==> src/hw/rtl/wpl_pkg.sv <==
// ----------------------------------------------------------------------------
// wpl_pkg: shared types and constants
// Widths, window scaling constants and the bar graph thresholds.
// ----------------------------------------------------------------------------
package wpl_pkg;

    localparam int WINDOW   = 1000;
    localparam int SAMPLE_W = 12;
    localparam int SQ_W     = 2 * SAMPLE_W;
    localparam int SUM_W    = 24;
    localparam int BAR_W    = 8;

    localparam int SAMPLE_MAX = (1 << SAMPLE_W) - 1;
    localparam int MAX_ENTRY  = (SAMPLE_MAX * SAMPLE_MAX) / WINDOW;
    localparam int ENTRY_W    = $clog2(MAX_ENTRY + 1);
    localparam int IDX_W      = (WINDOW > 1) ? $clog2(WINDOW) : 1;

    localparam logic [IDX_W-1:0] WINDOW_LAST = IDX_W'(WINDOW - 1);

    // Division by the window length as a multiply by a rounded-up reciprocal.
    // With the shift at SQ_W plus the bit length of WINDOW the quotient is
    // exact for every square that fits SQ_W bits.
    localparam int RECIP_SHIFT = SQ_W + $clog2(WINDOW);
    localparam int RECIP_W     = SQ_W + 1;
    localparam int PROD_W      = SQ_W + RECIP_W;
    localparam logic [RECIP_W-1:0] RECIP =
        RECIP_W'(((longint'(1) << RECIP_SHIFT) + longint'(WINDOW) - 1) / longint'(WINDOW));

    localparam logic [SUM_W-1:0] BAR_LIMITS [BAR_W] = '{
        SUM_W'(5), SUM_W'(25), SUM_W'(125), SUM_W'(625),
        SUM_W'(3125), SUM_W'(15625), SUM_W'(78125), SUM_W'(390625)
    };

    localparam int FIFO_DEPTH = 4;
    localparam int FIFO_PTR_W = $clog2(FIFO_DEPTH);
    localparam int FIFO_CNT_W = $clog2(FIFO_DEPTH + 1);

    typedef struct packed {
        logic [SUM_W-1:0] power_sum;
        logic [BAR_W-1:0] bar_leds;
    } result_t;

    typedef struct packed {
        logic stage_a;
        logic stage_b;
    } pipe_status_t;

    function automatic logic [BAR_W-1:0] bar_code(input logic [SUM_W-1:0] level);
        logic [BAR_W-1:0] bars;
        bars = '0;
        for (int k = 0; k < BAR_W; k++)
        begin
            bars[k] = (level > BAR_LIMITS[k]);
        end
        return bars;
    endfunction

endpackage

==> src/hw/rtl/wpl_out_fifo.sv <==
// ----------------------------------------------------------------------------
// wpl_out_fifo: result queue
// Small register queue that holds finished results until they are taken.
// ----------------------------------------------------------------------------
module wpl_out_fifo
    import wpl_pkg::*;
(
    input  logic                  clk,
    input  logic                  rst_n,
    input  logic                  push,
    input  result_t               push_data,
    output logic                  out_valid,
    input  logic                  out_ready,
    output result_t               pop_data,
    output logic [FIFO_CNT_W-1:0] count
);

    result_t               slot_reg [FIFO_DEPTH];
    logic [FIFO_PTR_W-1:0] head_reg, head_next;
    logic [FIFO_PTR_W-1:0] tail_reg, tail_next;
    logic [FIFO_CNT_W-1:0] count_reg, count_next;
    logic                  pop;

    assign out_valid = (count_reg != '0);
    assign pop_data  = slot_reg[head_reg];
    assign count     = count_reg;
    assign pop       = out_valid && out_ready;

    always_comb
    begin
        head_next  = pop  ? head_reg + FIFO_PTR_W'(1) : head_reg;
        tail_next  = push ? tail_reg + FIFO_PTR_W'(1) : tail_reg;
        count_next = count_reg + FIFO_CNT_W'(push) - FIFO_CNT_W'(pop);
    end

    always_ff @(posedge clk or negedge rst_n)
    begin
        if (!rst_n)
        begin
            head_reg  <= '0;
            tail_reg  <= '0;
            count_reg <= '0;
        end
        else
        begin
            head_reg  <= head_next;
            tail_reg  <= tail_next;
            count_reg <= count_next;
        end
    end

    always_ff @(posedge clk)
    begin
        if (push)
        begin
            slot_reg[tail_reg] <= push_data;
        end
    end

endmodule

==> config.mk <==
export PLATFORM = sky130hd
export DESIGN_NAME = wpl_out_fifo
export DESIGN_NICKNAME = d
export VERILOG_FILES = /design/src/hw/rtl/wpl_pkg.sv /design/src/hw/rtl/wpl_out_fifo.sv
export SDC_FILE = /design/constraint.sdc
export NUM_CORES = 1
export LEC_CHECK = 0
export BUFFER_PORTS_ARGS = -buffer_cell sky130_fd_sc_hd__buf_2
export CORE_MARGIN = 2
export CORE_UTILIZATION = 35
export DETAILED_ROUTE_END_ITERATION = 10
export PLACE_DENSITY = 0.57
export SYNTH_ARGS = -nofsm -noshare
export SYNTH_HDL_FRONTEND = slang
export SYNTH_SLANG_ARGS = --single-unit
==> constraint.sdc <==
create_clock -name clk -period 2.1 [get_ports clk]
set_input_delay 0.21 -clock clk [delete_from_list [all_inputs] [get_ports clk]]
set_output_delay 0.21 -clock clk [all_outputs]
set_load 0.02 [all_outputs]
## Word-level counts from Yosys, hierarchy flattened

Memory sizes are Yosys's and may differ from the RTL's.
Cells that the tools add are included.

| storage, ports and cells | value |
|---|---|
| flip-flop bits (word level) | 7 |
| bits in writable memories | 128 |
| bits of input ports | 36 |
| memories | 1 |

Memories:

| name | depth | width | read ports | clocked after memory_dff | wr ports | line | RTL |
|---|---|---|---|---|---|---|---|
| slot_reg | 4 | 32 | 1 | 0 | 1 | wpl_out_fifo.sv:18 | `result_t slot_reg [FIFO_DEPTH];` |

| cells by class | value |
|---|---|
| $add $sub $neg | 4 |
| multiplexer cells | 2 |
| reduce and logical (&&, ||, !) cells | 2 |

Operators by type and width:

| operator | count |
|---|---|
| $add 2x1->2 const B | 2 |
| $add 3x1->3 | 1 |
| $reduce_bool 3->1 | 1 |
| $sub 3x1->3 | 1 |
| $mux 1 | 2 |
| $logic_and 1x1->1 | 1 |

## Logic depth before layout (Yosys ltp)

Gate-level depths: netlist (run 1).

| depth | value |
|---|---|
| depth after elaboration | 3 |
| depth in mapped cells | 7 |

## Least setup slack after synthesis (run 1)

Ideal clock, no wire load.

| path | value |
|---|---|
| kind | register to register |
| from | register count_reg[1] (netlist: count[1]) |
| to | register count_reg[2] (netlist: count[2]) |
| setup time | 123 ps |
| arrival time | 1,911 ps |
| path slack | 66 ps |
| stages on the path, launching flop included | 8 |
| period minus slack after synthesis | 2,034 ps |
| cells stage by stage | dfrtp_1 > o31a_1 > ha_1 > inv_1 > ha_1 > fa_1 > xnor2_1 > xnor2_1 |

| between the ends | value |
|---|---|
| longest elaborated chain between the ends | 3 |
| elaborated cells between the ends (all ways) | 4 |
| classes of those cells | add/sub: 2; reduce/logical: 2 |

RTL lines:

| item | line | RTL |
|---|---|---|
| start, declared | wpl_out_fifo.sv:21 | `logic [FIFO_CNT_W-1:0] count_reg, count_next;` |
| start signal, assigned | wpl_out_fifo.sv:48 | `count_reg <= count_next;` |
| $reduce_bool 3->1 | wpl_out_fifo.sv:24 | `assign out_valid = (count_reg != '0);` |
| $logic_and 1x1->1 | wpl_out_fifo.sv:27 | `assign pop = out_valid && out_ready;` |
| net pop | wpl_out_fifo.sv:22 | `logic pop;` |
| $sub 3x1->3 | wpl_out_fifo.sv:33 | `count_next = count_reg + FIFO_CNT_W'(push) - FIFO_CNT_W'(pop);` |
| net count_next[2] | wpl_out_fifo.sv:21 |  |

The timed path passes the listed nets, and every way through them passes these cells.
A chain may end at the register's enable or synchronous reset.

==> results of run 1 <==
## power groups by stage
stage | sequential [mW] | combinational [mW] | clock, mW
floorplan | 3.74 | 2.06 | 0
global placement | 3.80 | 2.91 | 0
detailed placement | 3.83 | 2.93 | 0
CTS | 3.77 | 3.00 | 3.27
global route | 3.80 | 3.40 | 3.38
finish | 3.74 | 3.14 | 3.20
## cell usage in the layout, fill, tap and decap left out, drive strengths merged
cell	Yosys	layout
edfxtp	128	128
buf	7	90
mux4	32	32
clkbuf	1	18
inv	6	9
dfrtp	7	7
ha	6	6
bufinv	0	5
dlygate4sd3	0	5
and2	4	4
clkinv	0	4
clkinvlp	0	3
xnor2	3	3
xor2	2	2
o31a	1	1
or3	1	1
o311ai	1	1
nand2	1	1
o21ai	1	1
fa	1	1
## kinds of logic after synthesis
family / count (synthesis) / share of synthesized area (%)
mux: 32 / 14.5
compound gates: 3 / 0.445
simple gates: 6 / 0.692
xor+xnor: 5 / 0.865
fa+ha+maj: 7 / 1.88
flops: 135 / 79.4
buf+inv: 14 / 2.22
## layout make-up
class	instances	area [sq um]	area share [%]
sequential	135	4020	61.7
multi-input combinational	53	947	14.5
timing repair buffer	96	648	9.95
clock buffer	17	425	6.53
tap	180	225	3.46
clock inverter	15	224	3.44
inverter	6	22.5	0.346
## cells in the mapped netlist (all sizes together), types with 2 or more instances
cell | count | share of area (%)
mux4 | 32 | 15
buf | 7 | 1.7
ha | 6 | 1.5
xnor2 | 3 | 0.52
edfxtp | 128 | 76
inv | 6 | 0.44
xor2 | 2 | 0.35
dfrtp | 7 | 3.5
and2 | 4 | 0.49
## routing by layer
metal	part of all wire [%]	vias to the layer above	track usage [%]
met1	45	1211	15.7
met4	1.7	4	4.96
met3	6.2	15	5.11
met2	47	66	18.9
met5	0.25	-	0
li1	-	1068	-
## final timing paths
| path | startpoint | endpoint | slack (ns) | cells after the start |
|---|---|---|---|---|
| worst max-delay path | head_reg[0]$_DFFE_PN0P_ | pop_data[3] | 0.06 | 4 |
| worst min-delay path | push_data[26] | slot_reg[1][26]$_DFFE_PP_ | 0.01 | 1 |
| worst max register to register | count[0]$_DFF_PN0_ | count[2]$_DFF_PN0_ | 0.11 | 7 |
| worst min register to register | tail_reg[0]$_DFFE_PN0P_ | tail_reg[0]$_DFFE_PN0P_ | 0.54 | 1 |
| max in group asynchronous | rst_n | head_reg[1]$_DFFE_PN0P_ | 1.75 | 2 |
| min in group asynchronous | rst_n | tail_reg[1]$_DFFE_PN0P_ | 0.17 | 2 |
## repair_timing
item | 4_1_cts | 5_1_grt
resized for setup | 0 | 3
buffers inserted | 3 | 6
hold endpoints to repair | 23 | 0
setup endpoints to repair | 22 | 15
cloned | 0 | 1
hold buffers | 5 | 0
==> flow_metrics.py, run 1 <==
metrics = {
    "status": {
        "status": "finished clean",
    },
    "critical_path": {
        "crit_chain": "buf_12 > buf_4 > mux4_2 > buf_2",
        "critPathMaxFanout": 5,
        "worstSetupEndpointType": "output port",
        "path_buf_inv": 3,
        "critPathKind": "reg -> out",
        "cpLargestDelayFamily": "multiplexers",
        "cp_data_required_time_ns": 1.89,
        "cp-start-kind": "register",
        "slowest_stage": "mux4_2",
        "slowest_delay_ns": 0.54,
        "cp_data_arrival_time_ns": 1.83,
    },
    "placed_design": {
        "place_area_sq_mm": 0.00570,
        "dp.cells": 455,
        "place_ws_ns": 0.0522,
        "portBuffers": 71,
        "gp_congestion": 0.666,
    },
    "route": {
        "viasPerCell": 4.71,
        "drc": 0,
        "wl_per_cell_microns": 18.1,
        "ant_nets": 0,
        "first_pass_iters": 4,
        "drt-initial-drc-count": 162,
        "wirelength_microns": 9100,
        "routed-via-count": 2364,
    },
    "global_route": {
        "grt_pass1_wl_microns": 14000,
        "antenna_found_initial": 2,
        "grt_pass1_vias": 2549,
        "grtUsageTotal_pct": 12.4,
        "grt_max_degree": 33,
        "grt_remaining_overflow": 0,
    },
    "die": {
        "die_w_microns": 124,
        "io_pins": 72,
        "core_sq_mm": 0.0140,
        "initial_utilization_pct": 36.2,
        "dieHeight_microns": 124,
        "rows": 43,
        "dieArea_sq_mm": 0.0154,
    },
    "finish": {
        "design_area_sq_mm": 0.00652,
        "area_growth_pct": 28.7,
        "drive_above_1_share_pct": 49.1,
        "n_antenna_cell": 0,
        "largest_register_ffs": 128,
        "fill_cells": 1196,
        "finalNetCount": 352,
        "final_cells": 502,
        "final_util_pct": 46.6,
    },
    "power": {
        "seqPwrFrac_pct": 37.1,
        "irDropWorstVdd_mv": 0.799,
        "p_sw_share_pct": 29.6,
        "power.total_mw": 10.1,
        "power_frac_comb_pct": 31.1,
        "p_switching_mw": 2.98,
        "p_leak_nw": 2.33,
        "pwr-share-clk_pct": 31.7,
        "p_per_area_mw_per_mm2": 1550,
        "internal-power_mw": 7.10,
    },
    "sta": {
        "fin_worst_skew_ns": 0.00873,
        "period_needed_ns": 2.04,
        "rsz0062_at_grt": "false",
        "hold_slack_ns": 0.0146,
        "setup_viol": 0,
        "fin_ws_ns": 0.0591,
        "tns_ns": 0,
        "maxSlewViolCount": 0,
        "relSlewSlack_pct": 73.5,
        "max_freq_mhz": 490,
        "period_share_pct": 97.2,
        "finalHoldViolCount": 0,
        "worst_slew_pin_slew_ns": 0.393,
    },
    "synthesis": {
        "synth_nets": 245,
        "ys.flop_type": "edfxtp_1",
        "yosys_warnings": 0,
        "seq_area_frac_synth_pct": 79.4,
        "synth_edf_count": 128,
        "synthArstFlopShare_pct": 5.19,
        "synth_cell_types": 19,
        "syn_avg_cell_area_sq_um": 25.1,
        "syn-instance-count": 202,
        "ys_ff_latch": 135,
        "netlist_area_sq_mm": 0.00506,
    },
    "cts": {
        "clock_sinks": 135,
        "root_buffer": "clkbuf_16",
        "cts_buffers": 17,
        "insertion_delay_ns": 0.41,
        "clockBufferDepth": 2,
        "h-tree-depth": 4,
        "cts_tree": "yes",
        "path_clk_slew_ns": 0.06,
    },
    "worst_hold_path": {
        "hp-class": "in -> reg",
    },
    "flow_run": {
        "maxCapViolCount": 0,
    },
}
Power figures use the tool's default switching activity.
==> run 2, diff against run 1 <==
- MAX_ROUTING_LAYER: default -> met4
- SLEW_MARGIN: default -> 0
==> run 2 against run 1 <==
Against the previous run: sequential power about the same; core utilization about the same; clock skew increased by 0.00090 ns; power about the same; fmax increased by 0.17%; routed wire length increased by 0.16%; cell area about the same; critical path depth unchanged; non-clock buffer count unchanged; via count about the same; critical endpoint unchanged; largest power group unchanged.
==> flow_metrics.py, run 2 (synthesis gave the netlist of run 1 again) <==
metrics = {
    "die": {
        "dieHeight_microns": 124,
        "core_sq_mm": 0.0140,
        "dieArea_sq_mm": 0.0154,
        "io_pins": 72,
        "initial_utilization_pct": 36.2,
        "die_w_microns": 124,
        "rows": 43,
    },
    "cts": {
        "h-tree-depth": 4,
        "cts_buffers": 17,
        "path_clk_slew_ns": 0.06,
        "root_buffer": "clkbuf_16",
        "cts_tree": "yes",
        "clock_sinks": 135,
        "insertion_delay_ns": 0.41,
        "clockBufferDepth": 2,
    },
    "critical_path": {
        "cp-start-kind": "register",
        "r2r_slack_ns": 0.11,
        "cp_data_required_time_ns": 1.89,
        "r2r_cells": 7,
        "critPathKind": "reg -> out",
        "worstSetupEndpointType": "output port",
        "cp_data_arrival_time_ns": 1.83,
        "rr_endpoint": "count[2]$_DFF_PN0_",
        "reg2reg_from": "count[0]$_DFF_PN0_",
        "critPathMaxFanout": 5,
    },
    "route": {
        "ant_nets": 0,
        "wl_per_cell_microns": 18.1,
        "drt-initial-drc-count": 217,
        "viasPerCell": 4.69,
        "drc": 0,
        "first_pass_iters": 4,
        "routed-via-count": 2366,
        "wirelength_microns": 9110,
    },
    "global_route": {
        "grt_remaining_overflow": 0,
        "grt_max_degree": 33,
        "grt_pass1_vias": 2551,
        "antenna_found_initial": 2,
        "grtUsageTotal_pct": 12.7,
        "grt_pass1_wl_microns": 14000,
    },
    "worst_hold_path": {
        "min_to": "slot_reg[3][28]$_DFFE_PP_",
        "hp-class": "in -> reg",
        "hold_depth": 1,
        "hold_path_startpoint": "push_data[28]",
    },
    "finish": {
        "drive_above_1_share_pct": 49.1,
        "final_cell_mix": "edfxtp_1, buf_2, mux4_2, clkbuf_16, buf_4",
        "design_area_sq_mm": 0.00652,
        "finalNetCount": 352,
        "area_growth_pct": 28.8,
        "largest_register_ffs": 128,
        "final_cells": 504,
        "final_common_cell": "edfxtp_1",
    },
    "sta": {
        "finalHoldViolCount": 0,
        "relSlewSlack_pct": 73.4,
        "fin_worst_skew_ns": 0.00962,
        "worst_slew_pin_slew_ns": 0.394,
        "maxSlewViolCount": 0,
        "period_needed_ns": 2.04,
        "rsz0062_at_grt": "false",
        "fin_ws_ns": 0.0627,
        "period_share_pct": 97.0,
        "setup_viol": 0,
        "max_freq_mhz": 491,
    },
    "placed_design": {
        "portBuffers": 71,
        "dp.cells": 455,
        "place_area_sq_mm": 0.00570,
        "gp_congestion": 0.673,
        "place_ws_ns": 0.0522,
    },
    "power": {
        "power.total_mw": 10.1,
        "p_leak_nw": 2.33,
        "irDropWorstVdd_mv": 0.794,
        "p_per_area_mw_per_mm2": 1550,
    },
    "flow_run": {
        "maxCapViolCount": 0,
    },
    "status": {
        "status": "finished clean",
    },
}
==> run 2: cell count changes in the layout (fill, tap and decap cells not counted) <==
cell	previous run	this run
diode_2	0	2
==> run 2: worst max-delay path, cell delays in order (launching register included) <==
cell and delay [ns]:
dfrtp_2 0.40, buf_12 0.13, buf_4 0.17, mux4_2 0.54, buf_2 0.18
==> run 2: report_power, final <==
group	total, mW	switching [mW]	internal (mW)
sequential	3.75	0.203	3.54
clock	3.20	1.09	2.11
combinational	3.14	1.69	1.45
==> run 2: repair_timing <==
item	CTS	global route
setup buffers	3	6
hold buffers	5	0
resized for setup	0	3
cloned	0	1
endpoints found under the setup margin	22	15
endpoints found under the hold margin	23	0
==> run 2: worst max-delay path by stage <==
stage                                  startpoint                  to  slack (ns)  cells past startpoint
after floorplan                count[1]$_DFF_PN0_  count[2]$_DFF_PN0_        0.07                      7
after global placement         count[1]$_DFF_PN0_  count[2]$_DFF_PN0_        0.14                      7
final                     head_reg[0]$_DFFE_PN0P_         pop_data[3]        0.06                      4
after global routing      head_reg[0]$_DFFE_PN0P_         pop_data[3]       0.008                      4
after detailed placement       count[1]$_DFF_PN0_  count[2]$_DFF_PN0_        0.05                      7
after CTS                 head_reg[0]$_DFFE_PN0P_        pop_data[24]      -0.002                      3
==> run 2: final cells by class <==
type / instances / area, sq um
clock buffer: 17 / 425
antenna: 2 / 5.00
timing repair buffer: 96 / 648
sequential: 135 / 4020
multi-input combinational: 53 / 947
tap: 180 / 225
inverter: 6 / 22.5
fill: 1198 / 7470
clock inverter: 15 / 224
==> run 2: layer usage <==
layer | vias up | part of all wire, % | GRT usage [%]
met5 | - | 0 | -
met4 | 0 | 1.4 | 4.96
met3 | 8 | 5.9 | 4.98
met2 | 62 | 47 | 18.9
met1 | 1225 | 46 | 15.8
li1 | 1071 | - | -
==> run 2: metrics by stage <==
stage	utilization (%)	hold WS (ns)	TNS [ns]
CTS	45.9	0.0000235	-0.00155
global route	46.6	0.0000306	0
global placement	40.7	0.0504	0
detailed placement	40.7	0.0596	0
floorplan	-	-0.0856	0
finish	46.6	0.0166	0
==> run 3, diff against run 2 <==
- ABC_AREA: default -> 1
==> run 3 against run 2 <==
Against the previous run: die area is 7.4% higher; combinational power is 17% higher; sequential cell count stayed put; worst setup slack better by 0.059 ns; synthesized cell count is 130% higher; worst hold slack better by 0.0014 ns; register-to-register slack hardly changed; largest cell class unchanged.
==> flow_metrics.py, run 3 <==
metrics = {
    "sta": {
        "maxSlewViolCount": 0,
        "fin_ws_ns": 0.122,
        "finalHoldViolCount": 0,
        "max_freq_mhz": 505,
        "relSlewSlack_pct": 73.0,
        "rsz0062_at_grt": "true",
        "period_share_pct": 94.2,
        "tns_ns": 0,
        "setup_viol": 0,
        "fin_worst_skew_ns": 0.00434,
        "worst_slew_pin_slew_ns": 0.405,
        "period_needed_ns": 1.98,
    },
    "critical_path": {
        "reg2reg_from": "count[1]$_DFF_PN0_",
        "cp_data_arrival_time_ns": 2.29,
        "worstSetupEndpoint": "count[2]$_DFF_PN0_",
        "cp-start-kind": "register",
        "critPathMaxFanout": 5,
        "rr_endpoint": "count[2]$_DFF_PN0_",
        "cp_data_required_time_ns": 2.41,
        "r2r_cells": 11,
        "timing.critical_path.from": "count[1]$_DFF_PN0_",
        "r2r_slack_ns": 0.12,
        "worstSetupEndpointType": "register",
        "critPathKind": "reg -> reg",
    },
    "placed_design": {
        "place_area_sq_mm": 0.00607,
        "gp_congestion": 0.722,
        "portBuffers": 71,
        "hpwl_microns": 6620,
        "place_ws_ns": 0.0495,
    },
    "route": {
        "ant_nets": 0,
        "routed-via-count": 3469,
        "drt-initial-drc-count": 244,
        "wirelength_microns": 11100,
        "viasPerCell": 4.56,
        "wl_per_cell_microns": 14.6,
        "drc": 0,
        "first_pass_iters": 4,
    },
    "synthesis": {
        "netlist_area_sq_mm": 0.00545,
        "yosys-top-cells-area": "edfxtp_1, nand2_1, o21ai_0, nor2_1, dfrtp_1",
        "synth.most_common_cell": "edfxtp_1",
        "ys_ff_latch": 135,
        "synth_nets": 501,
        "synthArstFlopShare_pct": 5.19,
        "synth_largest_area_cell": "edfxtp_1",
        "ys.flop_type": "edfxtp_1",
        "seq_area_frac_synth_pct": 73.7,
        "synth_edf_count": 128,
        "synthTopCellsByCount": "edfxtp_1, nand2_1, nor2_1",
        "syn_avg_cell_area_sq_um": 11.9,
        "syn-instance-count": 458,
        "synth_cell_types": 19,
        "synth_top_area_share_pct": 70.5,
        "yosys_warnings": 0,
    },
    "cts": {
        "cts_buffers": 17,
        "clockBufferDepth": 2,
        "insertion_delay_ns": 0.41,
        "path_clk_slew_ns": 0.06,
        "h-tree-depth": 4,
        "root_buffer": "clkbuf_16",
        "clock_sinks": 135,
        "cts_tree": "yes",
    },
    "finish": {
        "final_util_pct": 45.4,
        "area_growth_pct": 26.7,
        "final_common_cell": "edfxtp_1",
        "largest_register_ffs": 128,
        "final_cell_mix": "edfxtp_1, nand2_1, buf_2, nor2_1, o21ai_0",
        "n_antenna_cell": 0,
        "finalNetCount": 604,
        "fill_cells": 1395,
        "design_area_sq_mm": 0.00691,
        "drive_above_1_share_pct": 21.5,
    },
    "power": {
        "power.total_mw": 10.6,
        "p_sw_share_pct": 35.3,
        "irDropWorstVdd_mv": 1.05,
        "p_per_area_mw_per_mm2": 1530,
        "p_leak_nw": 2.84,
        "pwr-share-clk_pct": 30.0,
        "p_switching_mw": 3.73,
        "power_frac_comb_pct": 34.6,
        "seqPwrFrac_pct": 35.3,
        "internal-power_mw": 6.83,
    },
    "status": {
        "status": "finished clean",
    },
    "worst_hold_path": {
        "hp-class": "in -> reg",
    },
    "die": {
        "io_pins": 72,
        "rows": 45,
        "dieHeight_microns": 129,
        "die_w_microns": 129,
        "dieArea_sq_mm": 0.0166,
        "initial_utilization_pct": 35.9,
        "core_sq_mm": 0.0152,
    },
    "global_route": {
        "grt_pass1_vias": 3444,
        "antenna_found_initial": 0,
        "grt_pass1_wl_microns": 17700,
        "grt_remaining_overflow": 0,
        "grtUsageTotal_pct": 15.1,
        "grt_max_degree": 52,
    },
    "flow_run": {
        "maxCapViolCount": 0,
    },
}
-- run 3: cell count changes in the layout (fill, tap and decap cells not counted), moves of 13 or more --
cell	previous run	this run
dlygate4sd3_1	5	18
o21ai_0	1	50
nand2_1	1	111
o21ai_1	0	15
nor2_1	0	64
mux4_2	28	0
inv_1	6	41
-- run 3: cell families (layout without fill, tap and decap cells) --
kind of cell	count (synthesis)	after routing	synth area share, %
compound gates	65	65	5.97
xor+xnor	3	3	0.482
fa+ha+maj	7	7	1.74
buf+inv	69	184	5.71
flops	135	135	73.7
simple gates	179	179	12.4
-- run 3: repair_timing --
item | in CTS | in global routing
buffers inserted | 1 | 2
gates resized for setup | 0 | 3
hold buffers | 16 | 2
endpoints found under the setup margin | 5 | 13
endpoints found under the hold margin | 64 | 5
-- run 3: power groups by stage --
stage	registers, mW	logic (mW)	clock network, mW
6_report	3.73	3.66	3.17
5_1_grt	3.78	4.12	3.36
4_1_cts	3.76	3.66	3.24
3_5_place_dp	3.84	3.56	0
3_3_place_gp	3.81	3.49	0
2_1_floorplan	3.75	2.41	0
-- run 3: worst min-delay path by stage --
stage	endpoint	start	cells after the start
2_1_floorplan	count[0]$_DFF_PN0_	rst_n	0
3_3_place_gp	count[0]$_DFF_PN0_	rst_n	1
3_5_place_dp	head_reg[1]$_DFFE_PN0P_	rst_n	1
4_1_cts	slot_reg[2][0]$_DFFE_PP_	push_data[0]	1
5_1_grt	slot_reg[2][16]$_DFFE_PP_	push_data[16]	1
6_report	slot_reg[1][13]$_DFFE_PP_	push_data[13]	1
-- run 3: critical path, cell delays in order, from the launching register on --
cell	delay (ns)
dfrtp_2	0.43
nor2_2	0.12
nand2_2	0.08
nand2_1	0.08
inv_1	0.05
ha_1	0.26
inv_1	0.04
ha_1	0.19
fa_2	0.37
xor2_1	0.15
nand2_1	0.06
nand2_1	0.05
-- run 3: through the flow --
step | cells | hold WS, ns
detailed placement | 709 | 0.0547
CTS | 757 | 0.0000714
global route | 761 | 0.000708
floorplan | 458 | -0.0856
global placement | 709 | 0.0502
finish | 761 | 0.0180
-- run 3: layer usage --
| layer | up-vias | wire length, microns | global-route usage (%) |
|---|---|---|---|
| met2 | 86 | 5720 | 25.3 |
| li1 | 1728 | - | - |
| met1 | 1643 | 4700 | 16.7 |
| met4 | 0 | 163 | 6.20 |
| met5 | - | 0 | - |
| met3 | 12 | 553 | 4.66 |
-- run 3: layout make-up --
| class | instances | area [sq um] | share of cell area (%) |
|---|---|---|---|
| tap | 188 | 235 | 3.40 |
| multi-input combinational | 254 | 1130 | 16.3 |
| timing repair buffer | 106 | 713 | 10.3 |
| clock inverter | 14 | 206 | 2.99 |
| inverter | 47 | 176 | 2.55 |
| clock buffer | 17 | 425 | 6.16 |
| sequential | 135 | 4020 | 58.2 |
